File: src/rtl/core/component_health_breaker_table_unit_macros.svh
`ifndef COMPONENT_HEALTH_BREAKER_TABLE_UNIT_MACROS_SVH
`define COMPONENT_HEALTH_BREAKER_TABLE_UNIT_MACROS_SVH

// same-cycle implication on clk, off while in reset
`define CHBT_ASSERT_NOW(lbl, ante, cons, msg) \
	lbl: assert property (@(posedge clk) disable iff (!arst_n) (ante) |-> (cons)) else $error(msg);

// next-cycle implication on clk, off while in reset
`define CHBT_ASSERT_NEXT(lbl, ante, cons, msg) \
	lbl: assert property (@(posedge clk) disable iff (!arst_n) (ante) |=> (cons)) else $error(msg);

`endif

File: src/rtl/core/chbt_pkg.sv
`timescale 1ns / 1ps

package chbt_pkg;

	localparam int DEF_COMPONENTS  = 9;
	localparam int DEF_STREAK_BITS = 8;
	localparam int DEF_TIME_BITS   = 32;

	localparam logic [5:0]  DEFAULT_THRESHOLD = 6'd3;
	localparam logic [15:0] DEFAULT_TIMEOUT   = 16'd30000;

	localparam logic [2:0] CFG_CRITICAL_MASK  = 3'd0;
	localparam logic [2:0] CFG_THRESHOLDS     = 3'd1;
	localparam logic [2:0] CFG_TIMEOUTS_LOW   = 3'd2;
	localparam logic [2:0] CFG_TIMEOUTS_HIGH  = 3'd3;
	localparam logic [2:0] CFG_TIMEOUT_LAST   = 3'd4;

	typedef enum logic [2:0] {
		OP_SUCCESS = 3'd0,
		OP_FAILURE = 3'd1,
		OP_ALLOW   = 3'd2,
		OP_RESET   = 3'd3,
		OP_INIT    = 3'd4,
		OP_FORCE   = 3'd5,
		OP_QUERY   = 3'd6
	} op_t;

	typedef enum logic [2:0] {
		H_UNKNOWN   = 3'd0,
		H_HEALTHY   = 3'd1,
		H_DEGRADED  = 3'd2,
		H_UNHEALTHY = 3'd3,
		H_FAILED    = 3'd4
	} health_t;

	typedef enum logic [1:0] {
		C_CLOSED = 2'd0,
		C_OPEN   = 2'd1,
		C_HALF   = 2'd2
	} circuit_t;

	typedef enum logic [1:0] {
		S_IDLE,
		S_UPDATE,
		S_EMIT
	} state_t;

	typedef struct packed {
		logic [8:0]  critical_mask;
		logic [53:0] thresholds;
		logic [63:0] timeouts_low;
		logic [63:0] timeouts_high;
		logic [15:0] timeout_last;
	} cfg_t;

	typedef struct packed {
		logic load_in;
		logic update;
		logic load_out;
	} cmd_t;

endpackage

File: src/rtl/core/chbt_regs.sv
`timescale 1ns / 1ps

module chbt_regs import chbt_pkg::*; (
	input  logic        clk,
	input  logic        arst_n,
	input  logic        cfg_valid,
	output logic        cfg_ready,
	input  logic [2:0]  cfg_index,
	input  logic [63:0] cfg_data,
	output cfg_t        cfg
);

	cfg_t cfg_q;

	assign cfg_ready = 1'b1;
	assign cfg       = cfg_q;

	always_ff @(posedge clk or negedge arst_n) begin
		if (!arst_n) begin
			cfg_q.critical_mask <= 9'h00F;
			cfg_q.thresholds    <= {9{DEFAULT_THRESHOLD}};
			cfg_q.timeouts_low  <= {4{DEFAULT_TIMEOUT}};
			cfg_q.timeouts_high <= {4{DEFAULT_TIMEOUT}};
			cfg_q.timeout_last  <= DEFAULT_TIMEOUT;
		end else if (cfg_valid) begin
			unique case (cfg_index)
				CFG_CRITICAL_MASK: cfg_q.critical_mask <= cfg_data[8:0];
				CFG_THRESHOLDS:    cfg_q.thresholds    <= cfg_data[53:0];
				CFG_TIMEOUTS_LOW:  cfg_q.timeouts_low  <= cfg_data;
				CFG_TIMEOUTS_HIGH: cfg_q.timeouts_high <= cfg_data;
				CFG_TIMEOUT_LAST:  cfg_q.timeout_last  <= cfg_data[15:0];
				default: begin
				end
			endcase
		end
	end

endmodule

File: src/rtl/core/chbt_ctrl.sv
`timescale 1ns / 1ps
`include "component_health_breaker_table_unit_macros.svh"

module chbt_ctrl import chbt_pkg::*; (
	input  logic clk,
	input  logic arst_n,
	input  logic in_valid,
	output logic in_stall,
	output logic out_valid,
	input  logic out_stall,
	output cmd_t cmd
);

	state_t state_q;
	state_t state_n;
	logic   out_valid_q;
	logic   out_free;

	assign out_free  = !out_valid_q || !out_stall;
	assign out_valid = out_valid_q;

	always_ff @(posedge clk or negedge arst_n) begin
		if (!arst_n) begin
			state_q     <= S_IDLE;
			out_valid_q <= 1'b0;
		end else begin
			state_q <= state_n;
			if (cmd.load_out) begin
				out_valid_q <= 1'b1;
			end else if (!out_stall) begin
				out_valid_q <= 1'b0;
			end
		end
	end

	always_comb begin
		state_n      = state_q;
		in_stall     = 1'b1;
		cmd.load_in  = 1'b0;
		cmd.update   = 1'b0;
		cmd.load_out = 1'b0;
		unique case (state_q)
			S_IDLE: begin
				in_stall = 1'b0;
				if (in_valid) begin
					cmd.load_in = 1'b1;
					state_n     = S_UPDATE;
				end
			end
			S_UPDATE: begin
				cmd.update = 1'b1;
				state_n    = S_EMIT;
			end
			S_EMIT: begin
				if (out_free) begin
					cmd.load_out = 1'b1;
					state_n      = S_IDLE;
				end
			end
			default: begin
				state_n = S_IDLE;
			end
		endcase
	end

	`CHBT_ASSERT_NEXT(a_accept_starts_update, in_valid && !in_stall, state_q == S_UPDATE, "accepted word did not start an update")
	`CHBT_ASSERT_NEXT(a_update_to_emit, state_q == S_UPDATE, state_q == S_EMIT && !out_valid_q || state_q == S_EMIT && out_valid_q, "update not followed by emit")
	`CHBT_ASSERT_NEXT(a_emit_loads_result, state_q == S_EMIT && out_free, out_valid_q && state_q == S_IDLE, "emit did not present a result word")
	`CHBT_ASSERT_NOW(a_no_update_while_idle, cmd.update, state_q == S_UPDATE && in_stall, "table update outside update state")

endmodule

File: src/rtl/core/chbt_datapath.sv
`timescale 1ns / 1ps

module chbt_datapath import chbt_pkg::*; #(
	parameter int COMPONENTS  = DEF_COMPONENTS,
	parameter int STREAK_BITS = DEF_STREAK_BITS,
	parameter int TIME_BITS   = DEF_TIME_BITS
) (
	input  logic        clk,
	input  logic        arst_n,
	input  cmd_t        cmd,
	input  cfg_t        cfg,
	input  logic [2:0]  op,
	input  logic [3:0]  component,
	input  logic [31:0] now_ms,
	input  logic [2:0]  forced_health,
	output logic        id_valid,
	output logic        allowed,
	output logic [2:0]  comp_health,
	output logic [1:0]  comp_circuit,
	output logic [7:0]  fail_streak,
	output logic [2:0]  overall_health,
	output logic        control_ok,
	output logic        observe_ok,
	output logic [3:0]  healthy_total,
	output logic [3:0]  degraded_total,
	output logic [3:0]  unhealthy_total,
	output logic [3:0]  failed_total
);

	localparam int IW = (COMPONENTS > 1) ? $clog2(COMPONENTS) : 1;
	localparam int CW = (STREAK_BITS > 6) ? STREAK_BITS : 6;
	localparam int SW = (STREAK_BITS > 8) ? STREAK_BITS : 8;

	health_t                health_q    [COMPONENTS];
	circuit_t               breaker_q   [COMPONENTS];
	logic [STREAK_BITS-1:0] streak_q    [COMPONENTS];
	logic [TIME_BITS-1:0]   fail_time_q [COMPONENTS];
	logic [COMPONENTS-1:0]  ready_q;
	logic                   allow_q;

	op_t                    op_q;
	logic [3:0]             comp_q;
	logic [TIME_BITS-1:0]   now_q;
	logic [2:0]             forced_q;

	logic [5:0]             thr_arr [COMPONENTS];
	logic [15:0]            tmo_arr [COMPONENTS];

	logic                   id_ok;
	logic [IW-1:0]          idx;

	health_t                h_n;
	circuit_t               b_n;
	logic [STREAK_BITS-1:0] s_n;
	logic [TIME_BITS-1:0]   t_n;
	logic                   rdy_n;
	logic                   allow_n;

	logic [COMPONENTS-1:0]  is_healthy;
	logic [COMPONENTS-1:0]  is_degraded;
	logic [COMPONENTS-1:0]  is_unhealthy;
	logic [COMPONENTS-1:0]  is_failed;
	logic [COMPONENTS-1:0]  crit_bad;
	logic [COMPONENTS-1:0]  crit_failed;
	logic [SW-1:0]          streak_wide;

	for (genvar i = 0; i < COMPONENTS; i++) begin : g_cfg
		assign thr_arr[i] = cfg.thresholds[6*i +: 6];
		if (i < 4) begin : g_low
			assign tmo_arr[i] = cfg.timeouts_low[16*i +: 16];
		end else if (i < 8) begin : g_high
			assign tmo_arr[i] = cfg.timeouts_high[16*(i-4) +: 16];
		end else begin : g_last
			assign tmo_arr[i] = cfg.timeout_last;
		end
	end

	assign id_ok = comp_q < 4'(COMPONENTS);
	assign idx   = comp_q[IW-1:0];

	always_ff @(posedge clk) begin
		if (cmd.load_in) begin
			op_q     <= op_t'(op);
			comp_q   <= component;
			now_q    <= TIME_BITS'(now_ms);
			forced_q <= forced_health;
		end
	end

	// event applied to the addressed entry
	always_comb begin
		health_t                h;
		circuit_t               b;
		logic [STREAK_BITS-1:0] s;
		logic [STREAK_BITS-1:0] s_inc;
		logic [5:0]             thr;
		logic [15:0]            tmo;
		logic [TIME_BITS-1:0]   elapsed;
		h       = health_q[idx];
		b       = breaker_q[idx];
		s       = streak_q[idx];
		thr     = (thr_arr[idx] == 6'd0) ? DEFAULT_THRESHOLD : thr_arr[idx];
		tmo     = (tmo_arr[idx] == 16'd0) ? DEFAULT_TIMEOUT : tmo_arr[idx];
		s_inc   = (&s) ? s : s + STREAK_BITS'(1);
		elapsed = now_q - fail_time_q[idx];
		h_n     = h;
		b_n     = b;
		s_n     = s;
		t_n     = fail_time_q[idx];
		rdy_n   = ready_q[idx];
		allow_n = 1'b0;
		unique case (op_q)
			OP_SUCCESS: begin
				s_n = '0;
				if (h == H_UNHEALTHY || h == H_UNKNOWN) begin
					h_n = H_HEALTHY;
				end
				if (b == C_HALF) begin
					b_n = C_CLOSED;
				end
			end
			OP_FAILURE: begin
				s_n = s_inc;
				t_n = now_q;
				if (CW'(s_inc) >= CW'(thr)) begin
					if (h != H_FAILED) begin
						h_n = H_UNHEALTHY;
						if (b == C_CLOSED) begin
							b_n = C_OPEN;
						end
					end
				end else if (h == H_HEALTHY) begin
					h_n = H_DEGRADED;
				end
				if (b == C_HALF) begin
					b_n = C_OPEN;
				end
			end
			OP_ALLOW: begin
				if (b == C_CLOSED) begin
					allow_n = 1'b1;
				end else if (b == C_OPEN && elapsed >= TIME_BITS'(tmo)) begin
					b_n     = C_HALF;
					allow_n = 1'b1;
				end
			end
			OP_RESET: begin
				b_n = C_CLOSED;
				s_n = '0;
			end
			OP_INIT: begin
				rdy_n = 1'b1;
				if (h == H_UNKNOWN) begin
					h_n = H_HEALTHY;
				end
			end
			OP_FORCE: begin
				if (forced_q <= H_FAILED) begin
					h_n = health_t'(forced_q);
				end
			end
			default: begin
			end
		endcase
	end

	always_ff @(posedge clk or negedge arst_n) begin
		if (!arst_n) begin
			for (int i = 0; i < COMPONENTS; i++) begin
				health_q[i]    <= H_UNKNOWN;
				breaker_q[i]   <= C_CLOSED;
				streak_q[i]    <= '0;
				fail_time_q[i] <= '0;
			end
			ready_q <= '0;
			allow_q <= 1'b0;
		end else if (cmd.update) begin
			allow_q <= id_ok && allow_n;
			for (int i = 0; i < COMPONENTS; i++) begin
				if (id_ok && idx == IW'(i)) begin
					health_q[i]    <= h_n;
					breaker_q[i]   <= b_n;
					streak_q[i]    <= s_n;
					fail_time_q[i] <= t_n;
					ready_q[i]     <= rdy_n;
				end
			end
		end
	end

	always_comb begin
		for (int i = 0; i < COMPONENTS; i++) begin
			is_healthy[i]   = ready_q[i] && health_q[i] == H_HEALTHY;
			is_degraded[i]  = ready_q[i] && health_q[i] == H_DEGRADED;
			is_unhealthy[i] = ready_q[i] && health_q[i] == H_UNHEALTHY;
			is_failed[i]    = ready_q[i] && health_q[i] == H_FAILED;
			crit_bad[i]     = cfg.critical_mask[i] && (is_unhealthy[i] || is_failed[i]);
			crit_failed[i]  = cfg.critical_mask[i] && is_failed[i];
		end
	end

	assign streak_wide = SW'(streak_q[idx]);

	always_ff @(posedge clk) begin
		if (cmd.load_out) begin
			id_valid        <= id_ok;
			allowed         <= allow_q;
			comp_health     <= id_ok ? health_q[idx] : H_UNKNOWN;
			comp_circuit    <= id_ok ? breaker_q[idx] : C_OPEN;
			if (!id_ok) begin
				fail_streak <= 8'd0;
			end else if (streak_wide > SW'(8'hFF)) begin
				fail_streak <= 8'hFF;
			end else begin
				fail_streak <= streak_wide[7:0];
			end
			if (|is_failed) begin
				overall_health <= H_FAILED;
			end else if (|is_unhealthy) begin
				overall_health <= H_UNHEALTHY;
			end else if (|is_degraded) begin
				overall_health <= H_DEGRADED;
			end else begin
				overall_health <= H_HEALTHY;
			end
			control_ok      <= ~|crit_bad;
			observe_ok      <= ~|crit_failed;
			healthy_total   <= 4'($countones(is_healthy));
			degraded_total  <= 4'($countones(is_degraded));
			unhealthy_total <= 4'($countones(is_unhealthy));
			failed_total    <= 4'($countones(is_failed));
		end
	end

endmodule

File: src/rtl/core/component_health_breaker_table_unit.sv
// the accepted word goes through the update state, then the emit state, which loads the result
// register once it is free; a new word is accepted only in idle, set by the controller sequence
//   accept, table update, result load over the single table write port
// the result register lets the next word be accepted while a result waits
// reset: asynchronous, active low; tables return to unknown, closed, zero, not initialized
//   and configuration registers return to their default values
`timescale 1ns / 1ps

module component_health_breaker_table_unit import chbt_pkg::*; #(
	parameter int COMPONENTS  = DEF_COMPONENTS,
	parameter int STREAK_BITS = DEF_STREAK_BITS,
	parameter int TIME_BITS   = DEF_TIME_BITS
) (
	input  logic        clk,
	input  logic        arst_n,
	input  logic        in_valid,
	output logic        in_stall,
	input  logic [2:0]  op,
	input  logic [3:0]  component,
	input  logic [31:0] now_ms,
	input  logic [2:0]  forced_health,
	output logic        out_valid,
	input  logic        out_stall,
	output logic        id_valid,
	output logic        allowed,
	output logic [2:0]  comp_health,
	output logic [1:0]  comp_circuit,
	output logic [7:0]  fail_streak,
	output logic [2:0]  overall_health,
	output logic        control_ok,
	output logic        observe_ok,
	output logic [3:0]  healthy_total,
	output logic [3:0]  degraded_total,
	output logic [3:0]  unhealthy_total,
	output logic [3:0]  failed_total,
	input  logic        cfg_valid,
	output logic        cfg_ready,
	input  logic [2:0]  cfg_index,
	input  logic [63:0] cfg_data
);

	cfg_t cfg;
	cmd_t cmd;

	chbt_regs u_regs (
		.clk       (clk),
		.arst_n    (arst_n),
		.cfg_valid (cfg_valid),
		.cfg_ready (cfg_ready),
		.cfg_index (cfg_index),
		.cfg_data  (cfg_data),
		.cfg       (cfg)
	);

	chbt_ctrl u_ctrl (
		.clk       (clk),
		.arst_n    (arst_n),
		.in_valid  (in_valid),
		.in_stall  (in_stall),
		.out_valid (out_valid),
		.out_stall (out_stall),
		.cmd       (cmd)
	);

	chbt_datapath #(
		.COMPONENTS  (COMPONENTS),
		.STREAK_BITS (STREAK_BITS),
		.TIME_BITS   (TIME_BITS)
	) u_datapath (
		.clk             (clk),
		.arst_n          (arst_n),
		.cmd             (cmd),
		.cfg             (cfg),
		.op              (op),
		.component       (component),
		.now_ms          (now_ms),
		.forced_health   (forced_health),
		.id_valid        (id_valid),
		.allowed         (allowed),
		.comp_health     (comp_health),
		.comp_circuit    (comp_circuit),
		.fail_streak     (fail_streak),
		.overall_health  (overall_health),
		.control_ok      (control_ok),
		.observe_ok      (observe_ok),
		.healthy_total   (healthy_total),
		.degraded_total  (degraded_total),
		.unhealthy_total (unhealthy_total),
		.failed_total    (failed_total)
	);

endmodule

File: config.mk
export PLATFORM = sky130hd
export DESIGN_NAME = component_health_breaker_table_unit
export DESIGN_NICKNAME = d
export VERILOG_FILES = /design/src/rtl/core/chbt_pkg.sv /design/src/rtl/core/chbt_regs.sv /design/src/rtl/core/chbt_ctrl.sv /design/src/rtl/core/chbt_datapath.sv /design/src/rtl/core/component_health_breaker_table_unit.sv
export VERILOG_INCLUDE_DIRS = /design/src /design/src/rtl/core
export SDC_FILE = /design/constraint.sdc
export NUM_CORES = 1
export LEC_CHECK = 0
export BUFFER_PORTS_ARGS = -buffer_cell sky130_fd_sc_hd__buf_4
export CAP_MARGIN = 25
export CORE_ASPECT_RATIO = 0.6
export CORE_UTILIZATION = 39
export CTS_CLUSTER_DIAMETER = 200
export DETAILED_ROUTE_END_ITERATION = 7
export PLACE_DENSITY_LB_ADDON = 0.1
export RECOVER_POWER = 100
export SLEW_MARGIN = 30
export SYNTH_ARGS = -nofsm -noshare
export SYNTH_HDL_FRONTEND = slang
export SYNTH_SLANG_ARGS = --single-unit
File: constraint.sdc
create_clock -name clk -period 14.8 [get_ports clk]
set_clock_uncertainty 0.15 [all_clocks]
set_input_delay 1.48 -clock clk [delete_from_list [all_inputs] [get_ports clk]]
set_output_delay 1.48 -clock clk [all_outputs]
set_load 0.05 [all_outputs]
==> flow_summary.toml, run 1 <==
[placement]
placed_cells = 4001
gp_congestion = 0.908
io_buffers = 151
hpwl_mm = 67.8
place_area_um2 = 37200
preCtsSetupSlack_ps = 7250

[timing]
tightest_slew_ps = 5820
min_period_ps = 10650
setup_viol = 0
rsz0062_at_grt = "false"
setup_ws_ps = 4150
final_hold_viol_count = 0
slew_headroom_pct = -288
tns_ps = 0
slew_viol_final = 841
max_freq_ghz = 0.0939
whs_ps = 321
finalCritPeriodShare_pct = 72.0

[logic_synthesis]
syn-mean-instance-area_um2 = 12.4
synth_cells = 2813
syn_nets = 3035
yosysSeqAreaShare_pct = 51.9
synthFlopType = "dfrtp_1"
ys_ff_latch = 703
synth.distinct_cells = 80
synthArstFlopShare_pct = 88.9
yosysWarnings = 0
synth-edff-count = 78
synth_area_um2 = 34900

[final_layout]
fin_cells = 4135
syn_to_final_growth_pct = 12.4
drive_gt1_share_pct = 31.0
final_cell_area_um2 = 39200
nets = 3135

[setup_path]
critPathMostFrequentCell = "clkbuf_1"
worstSetupPathType = "reg2reg"
path_delay_family = "buffers and inverters"
critPathRequiredTime_ps = 15070
cpPeakStageDelay_ps = 1800
path_buf_inv = 3
arrival_ps = 10930
rr_worst_depth = 22
cp.depth = 22
setup.worst_path.start_class = "flip-flop"
cp_max_fo = 33
end_kind = "flip-flop"
crit_slowest_cell = "clkbuf_1"
crit_chain = "clkbuf_1 > nor3b_1 > clkbuf_1 > clkbuf_1 > a22o_1 > a22oi_1 > ha_1 > nand2_1 > o21ai_0 > nor2_1 > xnor2_1 > ha_1 > a21oi_1 > nand2_1 > o2bb2ai_1 > nor4_1 > o2111ai_1 > nor4_1 > nand4_1 > or4_4 > o31ai_4 > o21ai_0"

[floorplan]
io_pins = 153
die-height_um = 234
start_util_pct = 39.6
std_cell_rows = 84
dieArea_um2 = 90600
coreArea_um2 = 88100
die_w_um = 388

[drt]
wl_per_cell_um = 24.9
drt_pass1_iterations = 5
viasPerCell = 5.66
wirelength_mm = 103
drt_iter0_markers = 1798
drc = 0
vias = 23400
ant_nets = 0

[clock_tree]
clkSlewWorstSetupHoldPaths_ps = 60
ctsHoldBuffers = 0
post_cts_resize_count = 0
cts_root_buf = "clkbuf_16"
clkSinkCount = 703
clk_path_buf_depth = 3
cts_tree = "built"
ctsHtreeMaxLevel = 3
cts_buffers = 71
cts_setup_buffers = 0
clk_latency_ps = 670

[global_routing]
antenna_found_initial = 5
overflow = 0
grt_usage_pct = 23.2
grt_pass1_wl_mm = 158
grt_max_degree = 152
first_global_vias = 24100

[worst_hold_path]
holdCritPathClass = "reg2reg"
holdPathStages = 2

[power_and_ir_drop]
power_density_nw_per_um2 = 152
cellLeakagePower_nw = 17.4
ir_drop_mv = 0.0847

[run_status]
violations = "capacitance limit, slew limit"
outcome = "complete, but fails checks"

[job]
drv_cap = 22
-- synthesized netlist by cell type (6+ instances only) --
cell type  count  area [µm²]
buf_4         13        97.6
a21o_1        13        97.6
nor2b_1       24         150
nand4_1       19         119
nor2_1       100         375
a22o_1        33         289
a21oi_1      105         526
mux4_2       119        2680
a2111oi_0      6        52.6
clkbuf_1     132         495
and3b_1        8        70.1
o21ai_1       12        60.1
mux2i_1       31         310
nand3b_1       6        45.0
mux2_2       445        5010
o21a_1         8        60.1
nor3_1        15        75.1
buf_2         17        85.1
inv_1         72         270
dfstp_2       85        2230
nand2b_1      14        87.6
fa_1          21         420
edfxtp_1      78        2340
a22oi_1       66         495
mux2_1        11         124
and3_1         6        37.5
a31oi_1        7        43.8
o21ai_0      143         716
dfrtp_1      540       13500
xnor2_1       11        96.3
nand2_1      409        1540
xor2_1        12         105
nand3_1       29         145
or2_2          8        50.1
ha_1          87        1090
o22ai_1       10        62.6
-- report_power, final --
| part | internal [mW] | switching, mW |
|---|---|---|
| Clock | 1.00 | 0.816 |
| Combinational | 0.641 | 0.845 |
| Sequential | 2.40 | 0.242 |
-- metal layers --
metal | wire length (µm) | track usage, %
met5 | 0 | 0
met4 | 1870 | 5.25
met3 | 4860 | 3.96
met2 | 43800 | 33.5
met1 | 52400 | 36.0
-- kinds of logic after synthesis --
family / count (synthesis) / share of synthesized area, %
flip-flops: 703 / 51.9
AND/OR/NAND/NOR: 671 / 8.52
multiplexers: 606 / 23.3
AO/OA/AOI/OAI: 460 / 8.49
buffers and inverters: 241 / 2.86
adder cells (fa/ha/maj): 108 / 4.33
XOR/XNOR: 23 / 0.578
other: 1 / 0.0108
-- state kept, by name, summed over array words and instances (netlist names), 4 cells and up --
signal                      count
u_datapath.failed_total         4
u_datapath.degraded_total       4
u_datapath.fail_time_q        288
u_datapath.healthy_total        4
u_datapath.now_q               32
u_datapath.unhealthy_total      4
u_regs.cfg                    207
u_datapath.health_q            27
u_datapath.streak_q            72
u_datapath.fail_streak          8
u_datapath.comp_q               4
u_datapath.breaker_q           18
u_datapath.ready_q              9
-- through the flow --
stage | power [mW] | util [%]
5_1_grt | 6.27 | 44.5
3_5_place_dp | 4.18 | 42.2
2_1_floorplan | 3.65 | -
3_3_place_gp | 4.13 | 42.2
4_1_cts | 6.02 | 44.9
6_report | 5.95 | 44.5
-- tightest hold or removal path: cells and delay by family (launching register included) --
kind / cells / cell delay, ps
flip-flops: 1 / 340
AND/OR/NAND/NOR: 2 / 100
-- placed cells by master (no fill, tap or decap), types with 31 or more instances in the layout --
master and instances:
nand2_1 408, o21ai_0 153, buf_4 87, nor2_1 97, edfxtp_1 78, ha_1 87, clkbuf_16 72, mux4_2 119
inv_1 70, dfstp_2 85, a22oi_1 66, clkbuf_1 84, dfrtp_1 540, mux2i_1 31, clkbuf_4 38, mux2_2 445
a22o_1 33, a21oi_1 105
-- path summary, 6_finish.rpt --
kind	from	to	slack (ps)
min	u_datapath.fail_time_q[62]	u_datapath.fail_time_q[62]	320
min in group asynchronous	arst_n	u_datapath.fail_time_q[281]	2770
min reg2reg	u_datapath.fail_time_q[62]	u_datapath.fail_time_q[62]	320
max reg2reg	u_datapath.comp_q[0]	u_datapath.breaker_q[17]	4150
max	u_datapath.comp_q[0]	u_datapath.breaker_q[17]	4150
max in group asynchronous	arst_n	u_datapath.breaker_q[2]	5350
-- final cells by class --
type                            count  area, µm²
Timing Repair Buffer              196       1260
Antenna cell                        2       5.00
Fill cell                        8089      48900
Inverter                           72        270
Clock buffer                      102       2030
Multi-Input combinational cell   1869      15800
Sequential cell                   703      18100
Tap cell                         1161       1450
Clock inverter                     30        274
(Power assumes the default switching activity.)
==> inputs of run 2 (changes only) <==
--- a/config.mk
+++ b/config.mk
@@ -6,6 +6,7 @@
 export SDC_FILE = /design/constraint.sdc
 export NUM_CORES = 1
 export LEC_CHECK = 0
+export ABC_AREA = 1
 export BUFFER_PORTS_ARGS = -buffer_cell sky130_fd_sc_hd__buf_4
 export CAP_MARGIN = 25
 export CORE_ASPECT_RATIO = 0.6
==> constraint.sdc (replaced) <==
create_clock -name clk -period 9 [get_ports clk]
set_clock_uncertainty 0.15 [all_clocks]
set_input_delay 0.9 -clock clk [delete_from_list [all_inputs] [get_ports clk]]
set_output_delay 0.9 -clock clk [all_outputs]
set_load 0.05 [all_outputs]
==> run 2 against run 1 <==
  * Critical endpoint is now u_datapath.breaker_q[15]
  * Count of clock-buffer cells in the layout increased by 5
  * Combinational power up 45%
  * Area after synthesis decreased by 1.2%
  * Via count grew 21%
  * Fmax up 42%
  * Sequential cell count stayed put
  * Highest routed layer unchanged
  * Sequential power grew 60%
  * Final cell count up 27%
  * Clock power grew 68%
  * The run still ends with capacitance limit, slew limit left
  * Total power up 59%
==> flow_summary.toml, run 2 <==
[timing]
max_freq_ghz = 0.133
finalCritPeriodShare_pct = 83.3
tns_ps = 0
rsz0062_at_grt = "false"
final_hold_viol_count = 0
whs_ps = 293
slew_viol_final = 942
min_period_ps = 7500
tightest_slew_ps = 5550
setup_ws_ps = 1500
slew_headroom_pct = -270
setup_viol = 0

[drt]
drt_pass1_iterations = 7
wl_per_cell_um = 21.6
vias = 28300
wirelength_mm = 114
ant_nets = 0
drt_iter0_markers = 3110
drc = 0
viasPerCell = 5.38

[clock_tree]
post_cts_resize_count = 0
cts_buffers = 71
clk_path_buf_depth = 3
clkSinkCount = 703
cts_tree = "built"
ctsHoldBuffers = 0
cts_root_buf = "clkbuf_16"
cts_setup_buffers = 0
clk_latency_ps = 660
clkSlewWorstSetupHoldPaths_ps = 60
ctsHtreeMaxLevel = 3

[logic_synthesis]
ys_ff_latch = 703
synthFlopType = "dfrtp_1"
synthArstFlopShare_pct = 88.9
synth_area_leader_cell = "dfrtp_1"
syn_nets = 4221
synth_area_um2 = 34400
yosysMostFrequentCell = "nand2_1"
netlist_top_cells_count = "nand2_1 (1,248), o21ai_0 (561), dfrtp_1 (540)"
yosysWarnings = 0
synth-edff-count = 78
yosysSeqAreaShare_pct = 52.5
synthTopCellsByArea = "dfrtp_1 (39%), nand2_1 (14%), o21ai_0 (8.2%)"
synth_cells = 3999
syn-mean-instance-area_um2 = 8.61
synth_top_area_share_pct = 39.3
synth.distinct_cells = 60

[final_layout]
drive_gt1_share_pct = 9.64
nets = 4285
syn_to_final_growth_pct = 12.3
fill_cells = 8714
final_cell_mix = "nand2_1 (1,250), o21ai_0 (610), dfrtp_1 (540)"
final_cell_area_um2 = 38600
max_flop_register = "u_datapath.fail_time_q"
fin_cells = 5267
largest_reg_flops = 288
final_core_util_pct = 44.7
layout_commonest_cell = "nand2_1"

[global_routing]
grt_usage_pct = 25.6
antenna_found_initial = 4
first_global_vias = 26400
overflow = 0
grt_max_degree = 164
grt_pass1_wl_mm = 173

[floorplan]
io_pins = 153
std_cell_rows = 83
dieArea_um2 = 89500
die-height_um = 232
die_w_um = 386
coreArea_um2 = 86400
start_util_pct = 39.8

[run_status]
outcome = "complete, but fails checks"
violations = "capacitance limit, slew limit"

[setup_path]
cp_max_fo = 41
crit_slowest_cell = "clkinvlp_2"
setup.worst_path.start_class = "flip-flop"
worstSetupPathType = "reg2reg"
end_kind = "flip-flop"
critPathRequiredTime_ps = 9370
regToRegSetupSlack_ps = 1500
cpPeakStageDelay_ps = 1060
critPathMostFrequentCell = "nand2_1"
arrival_ps = 7870

[power_and_ir_drop]
fin_total_pwr_mw = 9.47
ir_drop_mv = 0.122
cellLeakagePower_nw = 17.9
power_density_nw_per_um2 = 245

[placement]
preCtsSetupSlack_ps = 2680
hpwl_mm = 74.9
gp_congestion = 0.928
place_area_um2 = 36600
placed_cells = 5135
io_buffers = 151

[job]
drv_cap = 17

[worst_hold_path]
holdCritPathClass = "in2reg"
run 2: cell count changes after synthesis, moves of 42 or more:
cell / change
a211oi_1: +42
mux2_2: -445
o21ai_0: +418
nand2_1: +839
a22oi_1: +142
inv_1: +260
nand3_1: +58
mux4_2: -119
run 2: cell type report:
cell class	count	area [µm²]	area share, %
well taps	1147	1440	3.71
clock buffers	107	2030	5.26
inverters	346	1310	3.38
repair buffers	207	1400	3.63
clock inverters	22	290	0.751
diodes	1	2.50	0.00648
flip-flops and latches	703	18100	46.8
multi-input cells	2734	14100	36.5
run 2: final timing paths:
| path | startpoint | endpoint | cells past startpoint |
|---|---|---|---|
| setup / recovery | u_datapath.comp_q[0] | u_datapath.breaker_q[15] | 26 |
| hold / removal | now_ms[6] | u_datapath.now_q[6] | 1 |
| setup reg to reg | u_datapath.comp_q[0] | u_datapath.breaker_q[15] | 26 |
| hold reg to reg | u_datapath.streak_q[50] | u_datapath.streak_q[50] | 2 |
| max in group asynchronous | arst_n | u_regs.cfg[130] | 3 |
| min in group asynchronous | arst_n | u_ctrl.out_valid | 1 |
run 2: cells by family after synthesis:
| family | share of synthesized area [%] |
|---|---|
| simple gates | 18.2 |
| other cells | 0.0109 |
| xor+xnor | 0.483 |
| buf+inv | 6.53 |
| compound gates | 17.9 |
| fa+ha+maj | 4.38 |
| flops | 52.5 |
run 2: critical path, delay by kind of cell, from the launching register on:
family,cells,cell delay (ps)
flip-flops,1,670
AND/OR/NAND/NOR,15,2220
buffers and inverters,3,2150
AO/OA/AOI/OAI,7,1800
adder cells (fa/ha/maj),1,300
run 2: power by group:
part | switching, mW | internal [mW]
clock network | 1.32 | 1.74
registers | 0.383 | 3.86
logic | 1.50 | 0.656
total | 3.21 | 6.26
run 2: layer usage:
layer / GRT usage, % / routed length (µm) / up-vias
met2: 33.0 / 43600 / 992
li1: - / - / 13500
met4: 4.84 / 1750 / 0
met5: 0 / 0 / -
met1: 42.1 / 58600 / 13800
met3: 6.27 / 9670 / 104
